$ cat config.mk
export PLATFORM = sky130hd
export DESIGN_NAME = timed_square_wave_tone
export DESIGN_NICKNAME = d
export VERILOG_FILES = /design/src/rtl/tswt_pkg.sv /design/src/rtl/tswt_div.sv /design/src/rtl/timed_square_wave_tone.sv
export SDC_FILE = /design/constraint.sdc
export NUM_CORES = 1
export LEC_CHECK = 0
export BUFFER_PORTS_ARGS = -buffer_cell sky130_fd_sc_hd__buf_2
export CAP_MARGIN = 15
export CORE_ASPECT_RATIO = 0.75
export CORE_MARGIN = 10
export CORE_UTILIZATION = 65
export CTS_CLUSTER_DIAMETER = 80
export DETAILED_ROUTE_END_ITERATION = 16
export MAX_ROUTING_LAYER = met4
export PLACE_DENSITY_LB_ADDON = 0.25
export RECOVER_POWER = 100
export SYNTH_ARGS = -nofsm -noshare
export SYNTH_HDL_FRONTEND = slang
export SYNTH_SLANG_ARGS = --single-unit
$ cat constraint.sdc
create_clock -name clk -period 21.6 [get_ports clk]
set_input_delay 4.32 -clock clk [delete_from_list [all_inputs] [get_ports clk]]
set_output_delay 4.32 -clock clk [all_outputs]
set_load 0.005 [all_outputs]
$ cat src/rtl/tswt_pkg.sv
// Package for the timed square-wave tone block.
// Holds the item structs, field widths and timing constants; no dependencies.
`default_nettype none

package tswt_pkg;

  // Field and state widths
  localparam int HZ_W    = 15;
  localparam int MS_W    = 16;
  localparam int HALF_W  = 19;
  localparam int CYC_W   = 21;
  localparam int REST_W  = 26;

  // Shared divider geometry
  localparam int DVD_W     = 32;
  localparam int DVS_W     = 16;
  localparam int DIV_STEPS = DVD_W;
  localparam int DCNT_W    = $clog2(DIV_STEPS);

  // Timing constants
  localparam logic [DVD_W-1:0] US_PER_S   = DVD_W'(1000000);
  localparam logic [DVS_W-1:0] MS_PER_S   = DVS_W'(1000);
  localparam logic [CYC_W-1:0] CYCLES_MAX = {CYC_W{1'b1}};

  // Item modes
  localparam logic MODE_TICK = 1'b0;
  localparam logic MODE_LOAD = 1'b1;

  typedef struct packed {
    logic            mode;
    logic [HZ_W-1:0] freq_hz;
    logic [MS_W-1:0] duration_ms;
  } in_t;

  typedef struct packed {
    logic pin_level;
    logic busy_res;
  } out_t;

endpackage

`default_nettype wire

$ cat src/rtl/tswt_div.sv
// Restoring divider, one quotient bit per cycle, shared by the note loader.
// Depends on tswt_pkg for operand widths and step count.
`default_nettype none

module tswt_div (
  input  wire logic                          clk,
  input  wire logic                          rst,
  input  wire logic                          start,
  input  wire logic [tswt_pkg::DVD_W-1:0]    dividend,
  input  wire logic [tswt_pkg::DVS_W-1:0]    divisor,
  output logic                               done,
  output logic      [tswt_pkg::DVD_W-1:0]    quotient
);

  localparam logic [tswt_pkg::DCNT_W-1:0] LAST =
    tswt_pkg::DCNT_W'(tswt_pkg::DIV_STEPS - 1);

  logic                          busy;
  logic [tswt_pkg::DCNT_W-1:0]   cnt;
  logic [tswt_pkg::DVD_W-1:0]    work;
  logic [tswt_pkg::DVS_W-1:0]    rem;
  logic [tswt_pkg::DVS_W-1:0]    dvs;

  logic [tswt_pkg::DVS_W:0]      shifted;
  logic [tswt_pkg::DVS_W:0]      diff;
  logic                          fits;

  // One trial subtraction per cycle
  always_comb begin
    shifted = {rem, work[tswt_pkg::DVD_W-1]};
    diff    = shifted - {1'b0, dvs};
    fits    = shifted >= {1'b0, dvs};
  end

  // Control: step counter, busy and done pulse
  always_ff @(posedge clk) begin
    if (rst) begin
      busy <= 1'b0;
      done <= 1'b0;
      cnt  <= '0;
    end else if (start) begin
      busy <= 1'b1;
      done <= 1'b0;
      cnt  <= '0;
    end else if (busy) begin
      cnt  <= cnt + 1'b1;
      done <= (cnt == LAST);
      busy <= (cnt != LAST);
    end else begin
      done <= 1'b0;
    end
  end

  // Datapath: quotient bits shift into the freed low end of the dividend
  always_ff @(posedge clk) begin
    if (start) begin
      work <= dividend;
      rem  <= '0;
      dvs  <= divisor;
    end else if (busy) begin
      work <= {work[tswt_pkg::DVD_W-2:0], fits};
      rem  <= fits ? diff[tswt_pkg::DVS_W-1:0] : shifted[tswt_pkg::DVS_W-1:0];
    end
  end

  assign quotient = work;

endmodule

`default_nettype wire

$ cat src/rtl/timed_square_wave_tone.sv
// Square-wave tone player. A tick item (one microsecond) gives its result on the
// next cycle, and so does a rest load. A tone load makes two 32-step passes
// through the shared restoring divider (cycle count = hz*ms/1000, then half
// period = 1000000/hz/2); input stalls meanwhile. Every item gives exactly one
// result through an output register, so a new item is taken only when that
// register is empty or its result leaves in the same cycle.
// Depends on tswt_pkg and tswt_div.
`default_nettype none

module timed_square_wave_tone (
  input  wire logic          clk,
  input  wire logic          rst,
  input  wire logic          in_valid,
  output logic               in_stall,
  input  wire tswt_pkg::in_t in_data,
  output logic               out_valid,
  input  wire logic          out_stall,
  output tswt_pkg::out_t     out_data
);

  typedef enum logic [1:0] {S_IDLE, S_DIV_CYC, S_DIV_HP, S_FIN} state_t;

  state_t state;

  // Note state
  logic                          pin_level_reg;
  logic [tswt_pkg::HALF_W-1:0]   half_period;
  logic [tswt_pkg::HALF_W-1:0]   phase_count;
  logic [tswt_pkg::CYC_W-1:0]    cycles_left;
  logic [tswt_pkg::REST_W-1:0]   rest_count;
  logic                          tone_active;

  // Load scratch
  logic [tswt_pkg::HZ_W-1:0]     hz_reg;
  logic [tswt_pkg::CYC_W-1:0]    cyc_reg;
  logic [tswt_pkg::HALF_W-1:0]   hp_reg;

  // Divider hookup
  logic                          div_start;
  logic [tswt_pkg::DVD_W-1:0]    div_dividend;
  logic [tswt_pkg::DVS_W-1:0]    div_divisor;
  logic                          div_done;
  logic [tswt_pkg::DVD_W-1:0]    div_q;

  logic                          out_free;
  logic                          in_accept;
  logic                          is_tick;
  logic                          is_rest;
  logic                          is_tone;
  logic                          fin_apply;
  logic [tswt_pkg::DVD_W-1:0]    product;
  logic [tswt_pkg::REST_W+5:0]   rest_prod;

  // Tick next-state
  logic                          pin_level_next;
  logic [tswt_pkg::HALF_W-1:0]   half_period_next;
  logic [tswt_pkg::HALF_W-1:0]   phase_count_next;
  logic [tswt_pkg::CYC_W-1:0]    cycles_left_next;
  logic [tswt_pkg::REST_W-1:0]   rest_count_next;
  logic                          tone_active_next;
  logic [tswt_pkg::HALF_W-1:0]   phase_inc;
  logic [tswt_pkg::CYC_W-1:0]    cycles_dec;

  assign out_free  = !out_valid || !out_stall;
  assign in_stall  = !((state == S_IDLE) && out_free);
  assign in_accept = in_valid && !in_stall;
  assign is_tick   = in_accept && (in_data.mode == tswt_pkg::MODE_TICK);
  assign is_rest   = in_accept && (in_data.mode == tswt_pkg::MODE_LOAD) &&
                     (in_data.freq_hz == '0);
  assign is_tone   = in_accept && (in_data.mode == tswt_pkg::MODE_LOAD) &&
                     (in_data.freq_hz != '0);
  assign fin_apply = (state == S_FIN) && out_free;

  assign product   = tswt_pkg::DVD_W'(in_data.freq_hz) *
                     tswt_pkg::DVD_W'(in_data.duration_ms);
  assign rest_prod = (tswt_pkg::REST_W+6)'(in_data.duration_ms) *
                     (tswt_pkg::REST_W+6)'(tswt_pkg::MS_PER_S);

  // Feed the divider: cycle count first, then period
  assign div_start    = is_tone || ((state == S_DIV_CYC) && div_done);
  assign div_dividend = (state == S_IDLE) ? product : tswt_pkg::US_PER_S;
  assign div_divisor  = (state == S_IDLE) ? tswt_pkg::MS_PER_S
                                          : tswt_pkg::DVS_W'(hz_reg);

  tswt_div u_div (
    .clk      (clk),
    .rst      (rst),
    .start    (div_start),
    .dividend (div_dividend),
    .divisor  (div_divisor),
    .done     (div_done),
    .quotient (div_q)
  );

  // Advance the note by one tick
  always_comb begin
    pin_level_next   = pin_level_reg;
    half_period_next = half_period;
    phase_count_next = phase_count;
    cycles_left_next = cycles_left;
    rest_count_next  = rest_count;
    tone_active_next = tone_active;
    phase_inc        = phase_count + 1'b1;
    cycles_dec       = cycles_left - 1'b1;
    if (tone_active) begin
      phase_count_next = phase_inc;
      if (phase_inc >= half_period) begin
        phase_count_next = '0;
        if (pin_level_reg) begin
          pin_level_next = 1'b0;
        end else if (cycles_dec == '0) begin
          pin_level_next   = 1'b0;
          half_period_next = '0;
          cycles_left_next = '0;
          rest_count_next  = '0;
          tone_active_next = 1'b0;
        end else begin
          cycles_left_next = cycles_dec;
          pin_level_next   = 1'b1;
        end
      end
    end else if (rest_count != '0) begin
      rest_count_next = rest_count - 1'b1;
    end
  end

  // Sequencer, note state and output register
  always_ff @(posedge clk) begin
    if (rst) begin
      state         <= S_IDLE;
      out_valid     <= 1'b0;
      pin_level_reg <= 1'b0;
      half_period   <= '0;
      phase_count   <= '0;
      cycles_left   <= '0;
      rest_count    <= '0;
      tone_active   <= 1'b0;
    end else begin
      if (!out_stall) begin
        out_valid <= 1'b0;
      end
      case (state)
        S_IDLE: begin
          if (is_tick) begin
            pin_level_reg      <= pin_level_next;
            half_period        <= half_period_next;
            phase_count        <= phase_count_next;
            cycles_left        <= cycles_left_next;
            rest_count         <= rest_count_next;
            tone_active        <= tone_active_next;
            out_valid          <= 1'b1;
            out_data.pin_level <= pin_level_next;
            out_data.busy_res  <= tone_active_next || (rest_count_next != '0);
          end else if (is_rest) begin
            pin_level_reg      <= 1'b0;
            half_period        <= '0;
            phase_count        <= '0;
            cycles_left        <= '0;
            rest_count         <= rest_prod[tswt_pkg::REST_W-1:0];
            tone_active        <= 1'b0;
            out_valid          <= 1'b1;
            out_data.pin_level <= 1'b0;
            out_data.busy_res  <= rest_prod[tswt_pkg::REST_W-1:0] != '0;
          end else if (is_tone) begin
            hz_reg <= in_data.freq_hz;
            state  <= S_DIV_CYC;
          end
        end
        S_DIV_CYC: begin
          if (div_done) begin
            cyc_reg <= (div_q[tswt_pkg::DVD_W-1:tswt_pkg::CYC_W] != '0) ?
                       tswt_pkg::CYCLES_MAX : div_q[tswt_pkg::CYC_W-1:0];
            state   <= S_DIV_HP;
          end
        end
        S_DIV_HP: begin
          if (div_done) begin
            hp_reg <= div_q[tswt_pkg::HALF_W:1];
            state  <= S_FIN;
          end
        end
        S_FIN: begin
          if (fin_apply) begin
            phase_count <= '0;
            rest_count  <= '0;
            out_valid   <= 1'b1;
            if ((cyc_reg == '0) || (hp_reg == '0)) begin
              pin_level_reg      <= 1'b0;
              half_period        <= '0;
              cycles_left        <= '0;
              tone_active        <= 1'b0;
              out_data.pin_level <= 1'b0;
              out_data.busy_res  <= 1'b0;
            end else begin
              pin_level_reg      <= 1'b1;
              half_period        <= hp_reg;
              cycles_left        <= cyc_reg;
              tone_active        <= 1'b1;
              out_data.pin_level <= 1'b1;
              out_data.busy_res  <= 1'b1;
            end
            state <= S_IDLE;
          end
        end
        default: begin
          state <= S_IDLE;
        end
      endcase
    end
  end

endmodule

`default_nettype wire

Word-level counts from Yosys, hierarchy flattened
Index checks and enable logic that the tools add are counted.
Operators by class
  add/subtract/negate cells: 5
  multiply operators: 2
  divide/modulo/power cells: 0
  $lt $le $gt $ge: 2
  eq/ne operators: 16
  shift-type cells: 0
  muxes and demuxes: 69
  bitwise gates (word level): 5
  reduce and logical (&&, ||, !) cells: 38
Operators by type and width (count)
  $mux 19: 12
  $mux 26: 8
  $mux 21: 8
  $reduce_bool 26->1: 3
  $pmux 19 s2: 2
  $mux 32: 2
  $pmux 26 s2: 1
  $logic_not 21->1: 2
  $pmux 21 s2: 1
  $mul 15x16->31: 1
  $mux 31: 1
  $sub 26x1->26 const B: 1
  $mul 16x7->23 const B: 1
  $sub 21x1->21 const B: 1
  $mux 2: 10
  $add 19x1->19 const B: 1
  $ge 19x19->1: 1
  $logic_not 19->1: 1
  $mux 1: 18
  $ge 17x16->1: 1
  $mux 16: 1
  $sub 16x16->16: 1
  $logic_not 15->1: 1
  $reduce_bool 15->1: 1
  26 further kinds: 57
Storage, ports and cells
  flip-flop bits (word level): 218
  latch bits: 0
  RAM bits: 0
  memory bits (read-only): 0
  input bits: 36
  output and inout port bits: 4
  word-level logic and storage cells: 157
  memories kept: 0

Logic depth before layout (Yosys ltp)
Gate-level depths: netlist of run 1.
  depth after elaboration: 10
  gate-level depth with buffers: 24
  depth with buffers taken out: 23

Cells and area by module
From an unflattened synthesis of run 1, not the netlist that was laid out.
Second synthesis, totals
  cell total of the unflattened synthesis: 2507
  area total of the unflattened synthesis: 22690.5 um2
By module, submodules not included
  timed_square_wave_tone: times used 1, cells an instance 2184, area an instance 18963.2 um2, seq. area each 3513.4 um2
  tswt_div: times used 1, cells an instance 323, area an instance 3727.3 um2, seq. area each 1901.8 um2

Least setup slack after synthesis of run 1
No wires, ideal clock.
  kind: input to register
  start point: input in_data[24] in the netlist's numbering
  end point: register u_div.work (netlist bit u_div.quotient[23]) (data pin)
  library setup time: 0.268 ns
  data arrival time: 10.022 ns
  required time: 21.332 ns
  slack: 11.310 ns
  stages on the path: 22
  buffers on the path: 2
  cells stage by stage: clkbuf_1 > clkbuf_1 > nand2_1 > fa_1 > fa_1 > inv_1 > fa_1 > fa_1 > fa_1 > inv_1 > fa_1 > inv_1 > ha_1 > a21o_1 > a21o_1 > a21oi_1 > nand3b_1 > o21a_1 > a211o_1 > a31oi_1 > xor2_1 > o31ai_1
On the way
  word-level cells in the longest chain between the ends: 4
  elaborated cells on any way between the ends: 6
  classes of those cells: mul (1); mux (2); reduce/logical (3)
Ends and longest elaborated chain
  from (decl): RTL line timed_square_wave_tone.sv:15  | input wire tswt_pkg::in_t in_data,
  parallel branches: the longest is 3 deep, another holds $mul 15x16->31
  $mux 32 *: RTL line tswt_div.sv:56  | if (start) begin
  to (signal assigned): RTL line tswt_div.sv:57  | work <= dividend;
  to (signal assigned): RTL line tswt_div.sv:61  | work <= {work[tswt_pkg::DVD_W-2:0], fits};
  to (decl): RTL line tswt_div.sv:20  | logic [tswt_pkg::DVD_W-1:0] work;
Mark *: on every way between the ends.
A chain may end at the register's enable or synchronous reset.

Worst setup path after layout of run 1
  start point: input in_data[1] in the netlist's numbering
  end point: register u_div.work (netlist bit u_div.quotient[28]) (data pin)
On the way
  word-level cells in the longest chain between the ends: 3
Ends and longest elaborated chain
  $mul 15x16->31: RTL line timed_square_wave_tone.sv:74  | assign product = tswt_pkg::DVD_W'(in_data.freq_hz) *
  $mux 31: RTL line timed_square_wave_tone.sv:81  | assign div_dividend = (state == S_IDLE) ? product : tswt_pkg::US_PER_S;
  $mux 32: RTL line tswt_div.sv:56
Every way passes these cells.

==> results_dict.tcl, run 1 <==
set metrics [dict create \
    vias 18400 \
    slew_headroom_pct -61.9 \
    yosysWarningCount 0 \
    rsz0062_at_grt "false" \
    portBuffers 39 \
    crit_arrival_ns 11.20 \
    setup-tns-final_ns 0 \
    avgSynthCellArea_um2 9.01 \
    crit_type "in2reg" \
    clock_skew_ns 0.0245 \
    drtIter0Drc 2029 \
    cts_buffer_depth 3 \
    yosys_register_bits 217 \
    postRouteWirelength_um 59000 \
    cts_tree "yes" \
    clock_latency_ns 0.53 \
    grt_pass1_wl_um 95800 \
    dieArea_um2 42500 \
    maxCapViolations 6 \
    synthCells 2494 \
    overflow 0 \
    p_per_area_nw_per_um2 160 \
    ys_seq_area_share_pct 24.0 \
    synth_top_area_share_pct 20.9 \
    cts-resized-gates 0 \
    synth_cell_types 88 \
    hpwl_um 44000 \
    slew_violations 236 \
    syn-num-nets 2957 \
    path_max_fanout 21 \
    cts_setup_buffers 0 \
    synth_edf_count 104 \
    hold_violations 0 \
    cp-start-kind "input pin" \
    area_growth_pct 5.09 \
    ios 40 \
    avgRoutedWirePerCell_um 20.1 \
    tightest_slew_ns 2.43 \
    end_kind "flip-flop" \
    place_congestion 0.955 \
    synthArstFlopShare_pct 0 \
    avgViaCountPerCell 6.27 \
    dr.pass1.iters 7 \
    drive_above_1_share_pct 4.92 \
    start_util_pct 66.5 \
    yosys_most_used_dff "dfxtp_1" \
    grt_pass1_vias 18200 \
    drc_errors 0 \
    htreeDepth 1 \
    max_freq_mhz 90.9 \
    core_um2 33800 \
    antenna_found_initial 1 \
    critPathRequiredTime_ns 21.79 \
    clk_pin_slew_worst_paths_ns 0.07 \
    synth.most_common_cell "inv_1" \
    largest_reg_flops 32 \
    p_leak_nw 10.4 \
    synthTopCellsByCount "inv_1 (371), fa_1 (235), nand2_1 (217)" \
    ir_worst_vdd_v 0.000184 \
    hold_buffers 0 \
    violations "capacitance limit, slew limit" \
    die_w_um 235 \
    die_h_um 181 \
    rows 58 \
    numCtsBuffers 22 \
    period_minus_slack_ns 11.01 \
    ant_nets 0 \
    yosysTopAreaCell "fa_1" \
    root_buffer "clkbuf_16" \
    status "finished with violations" \
    min_path_type "reg2reg" \
    setup_viol 0 \
    syn_area_um2 22500 \
    cts.sinks 217 \
    hold_ws_ns 0.458 \
    post-route-period-util_pct 51.0 \
    grt_start_max_net_pins 68 \
    grt_use_total_pct 27.9 \
    ff2ff_setup_slack_ns 15.87 \
    synth_area_leaders "fa_1 (21%), edfxtp_1 (14%), ha_1 (11%), dfxtp_1 (10%), inv_1 (6.2%)" \
    diodes 0 \
    finalNetCount 2925 \
]
[layout by cell type (no fill, tap or decap), drive strengths merged, types with 13 or more instances in the layout]
master / instances
dfxtp: 113
mux2i: 14
a211oi: 15
a21o: 24
nor4: 30
nor3: 55
clkbuf: 58
nor2b: 20
edfxtp: 104
nand2: 217
buf: 24
or4: 18
xnor2: 55
o31ai: 18
a22oi: 13
or3: 17
nor2: 133
and3: 19
ha: 192
or2: 34
inv: 372
o21a: 14
a31oi: 15
nand4: 22
fa: 235
o21ai: 97
nand3: 58
and2: 144
xor2: 35
a21oi: 133
[worst max-delay path, cell delays in order]
cell	delay (ns)
clkbuf_1	0.99
nand2_1	0.21
fa_1	0.55
fa_1	0.55
inv_1	0.06
fa_1	0.52
fa_1	0.54
fa_1	0.55
inv_1	0.05
fa_1	0.54
inv_1	0.06
ha_1	0.35
a21o_1	0.21
a21o_1	0.17
a21oi_1	0.26
nand2_1	0.08
a21oi_1	0.33
nor2_1	0.14
a211oi_1	0.43
xor2_1	0.18
o31ai_1	0.08
[worst paths after layout]
check / from / to / cells after the start
hold reg to reg: half_period[15] / half_period[15] / 2
hold / removal: half_period[15] / half_period[15] / 2
setup reg to reg: state[0] / u_div.quotient[6] / 10
setup / recovery: in_data[1] / u_div.quotient[28] / 21
[routing by layer]
metal	GRT usage, %	wire length, um	vias to the layer above
met1	37.6	24600	9043
met3	4.00	5200	115
met5	-	0	-
li1	-	-	8356
met2	43.5	27800	855
met4	7.29	1380	0
[stage by stage]
stage	cell area [um2]	instances	worst slack [ns]	power [W]	util, %
global placement	22900	2887	11.05	0.00323	67.6
detailed placement	22900	2887	10.82	0.00329	67.6
floorplan	22500	2494	11.31	0.00261	-
finish	23600	2928	10.59	0.00379	69.9
global route	23600	2928	10.28	0.00411	69.9
CTS	23700	2927	11.34	0.00376	70.1
[report_power, final]
part           internal (W)  total (W)  switching, W  leakage [nW]
Clock              0.000259   0.000439      0.000180         0.401
Sequential         0.000537   0.000627     0.0000902          1.80
Combinational       0.00107    0.00273       0.00165          8.21
[final cells by class]
cell class | count | area [um2]
Clock inverter | 14 | 198
Tap cell | 450 | 563
Inverter | 372 | 1400
Fill cell | 2636 | 10200
Clock buffer | 26 | 629
Multi-Input combinational cell | 1793 | 15200
Sequential cell | 217 | 5390
Timing Repair Buffer | 56 | 258
[cells by family after synthesis]
family | after synthesis | synth area share, %
multiplexers | 16 | 0.723
flip-flops | 217 | 24.0
AND/OR/NAND/NOR | 809 | 18.6
AO/OA/AOI/OAI | 451 | 13.2
adder cells (fa/ha/maj) | 427 | 31.6
XOR/XNOR | 90 | 3.51
buffers and inverters | 484 | 8.40
(Power assumes the default switching activity.)
==> run 2, diff against run 1 <==
==> constraint.sdc (replaced) <==
create_clock -name clk -period 11.2 [get_ports clk]
set_input_delay 2.24 -clock clk [delete_from_list [all_inputs] [get_ports clk]]
set_output_delay 2.24 -clock clk [all_outputs]
set_load 0.005 [all_outputs]
==> run 2 against run 1 <==
The run still ends with capacitance limit, slew limit left. Combinational power grew 93%. Worst setup slack lost 8.1 ns. Utilization shrank 0.37 points. Sequential cell count is the same. Worst hold slack gained 0.0025 ns.
==> results_dict.tcl, run 2 (synthesis gave the netlist of run 1 again) <==
set metrics [dict create \
    clock_latency_ns 0.53 \
    p_leak_nw 10.4 \
    reg2reg_depth 10 \
    ff2ff_setup_slack_ns 5.47 \
    slew_headroom_pct -50.4 \
    area_growth_pct 4.54 \
    cts.sinks 217 \
    cts_buffer_depth 3 \
    drc_errors 0 \
    avgViaCountPerCell 6.26 \
    place_congestion 0.965 \
    drive_above_1_share_pct 4.97 \
    pwr-share-clk_pct 10.1 \
    ios 40 \
    cts_tree "yes" \
    startpoint "in_data[1]" \
    portBuffers 39 \
    drtIter0Drc 2074 \
    post-route-util_pct 69.5 \
    p_total_w 0.00721 \
    critPathRequiredTime_ns 11.40 \
    htreeDepth 1 \
    ir_worst_vdd_v 0.000350 \
    seqPwrFrac_pct 16.8 \
    largest_reg_flops 32 \
    post-place-ws_ns 2.58 \
    cts-resized-gates 0 \
    p_per_area_nw_per_um2 307 \
    antenna_found_initial 1 \
    tightest_slew_ns 2.26 \
    overflow 0 \
    die_w_um 235 \
    regToRegStartpoint "state[1]" \
    maxCapViolations 5 \
    path_max_fanout 21 \
    start_util_pct 66.5 \
    grt_use_total_pct 27.8 \
    slew_violations 202 \
    numCtsBuffers 22 \
    diodes 0 \
    setup_slack_ns 2.45 \
    grt_pass1_vias 18600 \
    clock_skew_ns 0.0137 \
    hpwl_um 43800 \
    crit_end "u_div.quotient[28]" \
    cp-start-kind "input pin" \
    min_path_type "reg2reg" \
    hold_buffers 0 \
    die_h_um 181 \
    end_kind "flip-flop" \
    crit_type "in2reg" \
    post-route-period-util_pct 78.1 \
    dieArea_um2 42500 \
    final_common_cell "inv_1" \
    clk_pin_slew_worst_paths_ns 0.07 \
    violations "capacitance limit, slew limit" \
    status "finished with violations" \
    period_minus_slack_ns 8.75 \
    avgRoutedWirePerCell_um 19.9 \
    cts_setup_buffers 0 \
    hold_violations 0 \
    rows 58 \
    swShare_pct 51.3 \
    final_cell_mix "inv_1 (371), fa_1 (235), nand2_1 (217)" \
    setup_viol 0 \
    grt_start_max_net_pins 68 \
    crit_arrival_ns 8.96 \
    vias 18300 \
    setup-tns-final_ns 0 \
    grt_pass1_wl_um 96500 \
    core_um2 33800 \
    pwr-share-comb_pct 73.1 \
    finalNetCount 2925 \
    rsz0062_at_grt "false" \
    max_freq_mhz 114 \
    p_int_w 0.00351 \
    power.switching_w 0.00370 \
    root_buffer "clkbuf_16" \
    ant_nets 0 \
    reg2reg_to "u_div.quotient[6]" \
    postRouteWirelength_um 58200 \
    dr.pass1.iters 8 \
]
-- run 2: area by class of cell --
type	count	area, um2
clock buffers	28	594
clock inverters	11	93.8
fillers	2619	10300
inverters	372	1400
multi-input cells	1793	15200
flip-flops and latches	217	5390
well taps	450	563
repair buffers	56	272
-- run 2: power by group through the flow --
stage / clock network, W / logic [W] / registers (W)
floorplan: 0 / 0.00389 / 0.00113
global placement: 0 / 0.00501 / 0.00121
detailed placement: 0 / 0.00516 / 0.00121
CTS: 0.000735 / 0.00521 / 0.00120
global route: 0.000771 / 0.00586 / 0.00122
finish: 0.000731 / 0.00527 / 0.00121
-- run 2: stage by stage --
step	hold WS (ns)	area, um2	instances
detailed placement	0.447	22900	2888
CTS	0.461	23600	2927
finish	0.460	23500	2927
global route	0.478	23500	2927
global placement	0.441	22900	2888
floorplan	0.429	22500	2494
-- run 2: worst min-delay path by stage --
stage	from	end	slack [ns]	cells past startpoint
4_1_cts	half_period[4]	half_period[4]	0.46	2
3_5_place_dp	half_period[4]	half_period[4]	0.45	2
3_3_place_gp	half_period[12]	half_period[12]	0.44	2
5_1_grt	half_period[18]	half_period[18]	0.48	2
6_report	half_period[18]	half_period[18]	0.46	2
2_1_floorplan	half_period[10]	half_period[10]	0.43	2
-- run 2: metal layers --
layer | wire [um] | GRT usage (%) | up-vias
met5 | 0 | - | -
met4 | 1340 | 6.46 | 0
met3 | 5570 | 4.50 | 131
met2 | 27300 | 43.9 | 889
met1 | 24000 | 37.1 | 8953
li1 | - | - | 8347
-- run 2: worst max-delay path, stage by stage --
cell      delay, ns
clkbuf_1       1.00
nand2_1        0.19
fa_1           0.53
fa_1           0.56
inv_1          0.06
fa_1           0.51
fa_1           0.52
fa_1           0.54
inv_1          0.05
fa_1           0.55
inv_1          0.05
ha_1           0.35
a21o_1         0.21
a21o_1         0.17
a21oi_1        0.25
nand2_1        0.08
a21oi_1        0.32
nor2_1         0.14
a211oi_1       0.37
xor2_1         0.19
o31ai_1        0.08
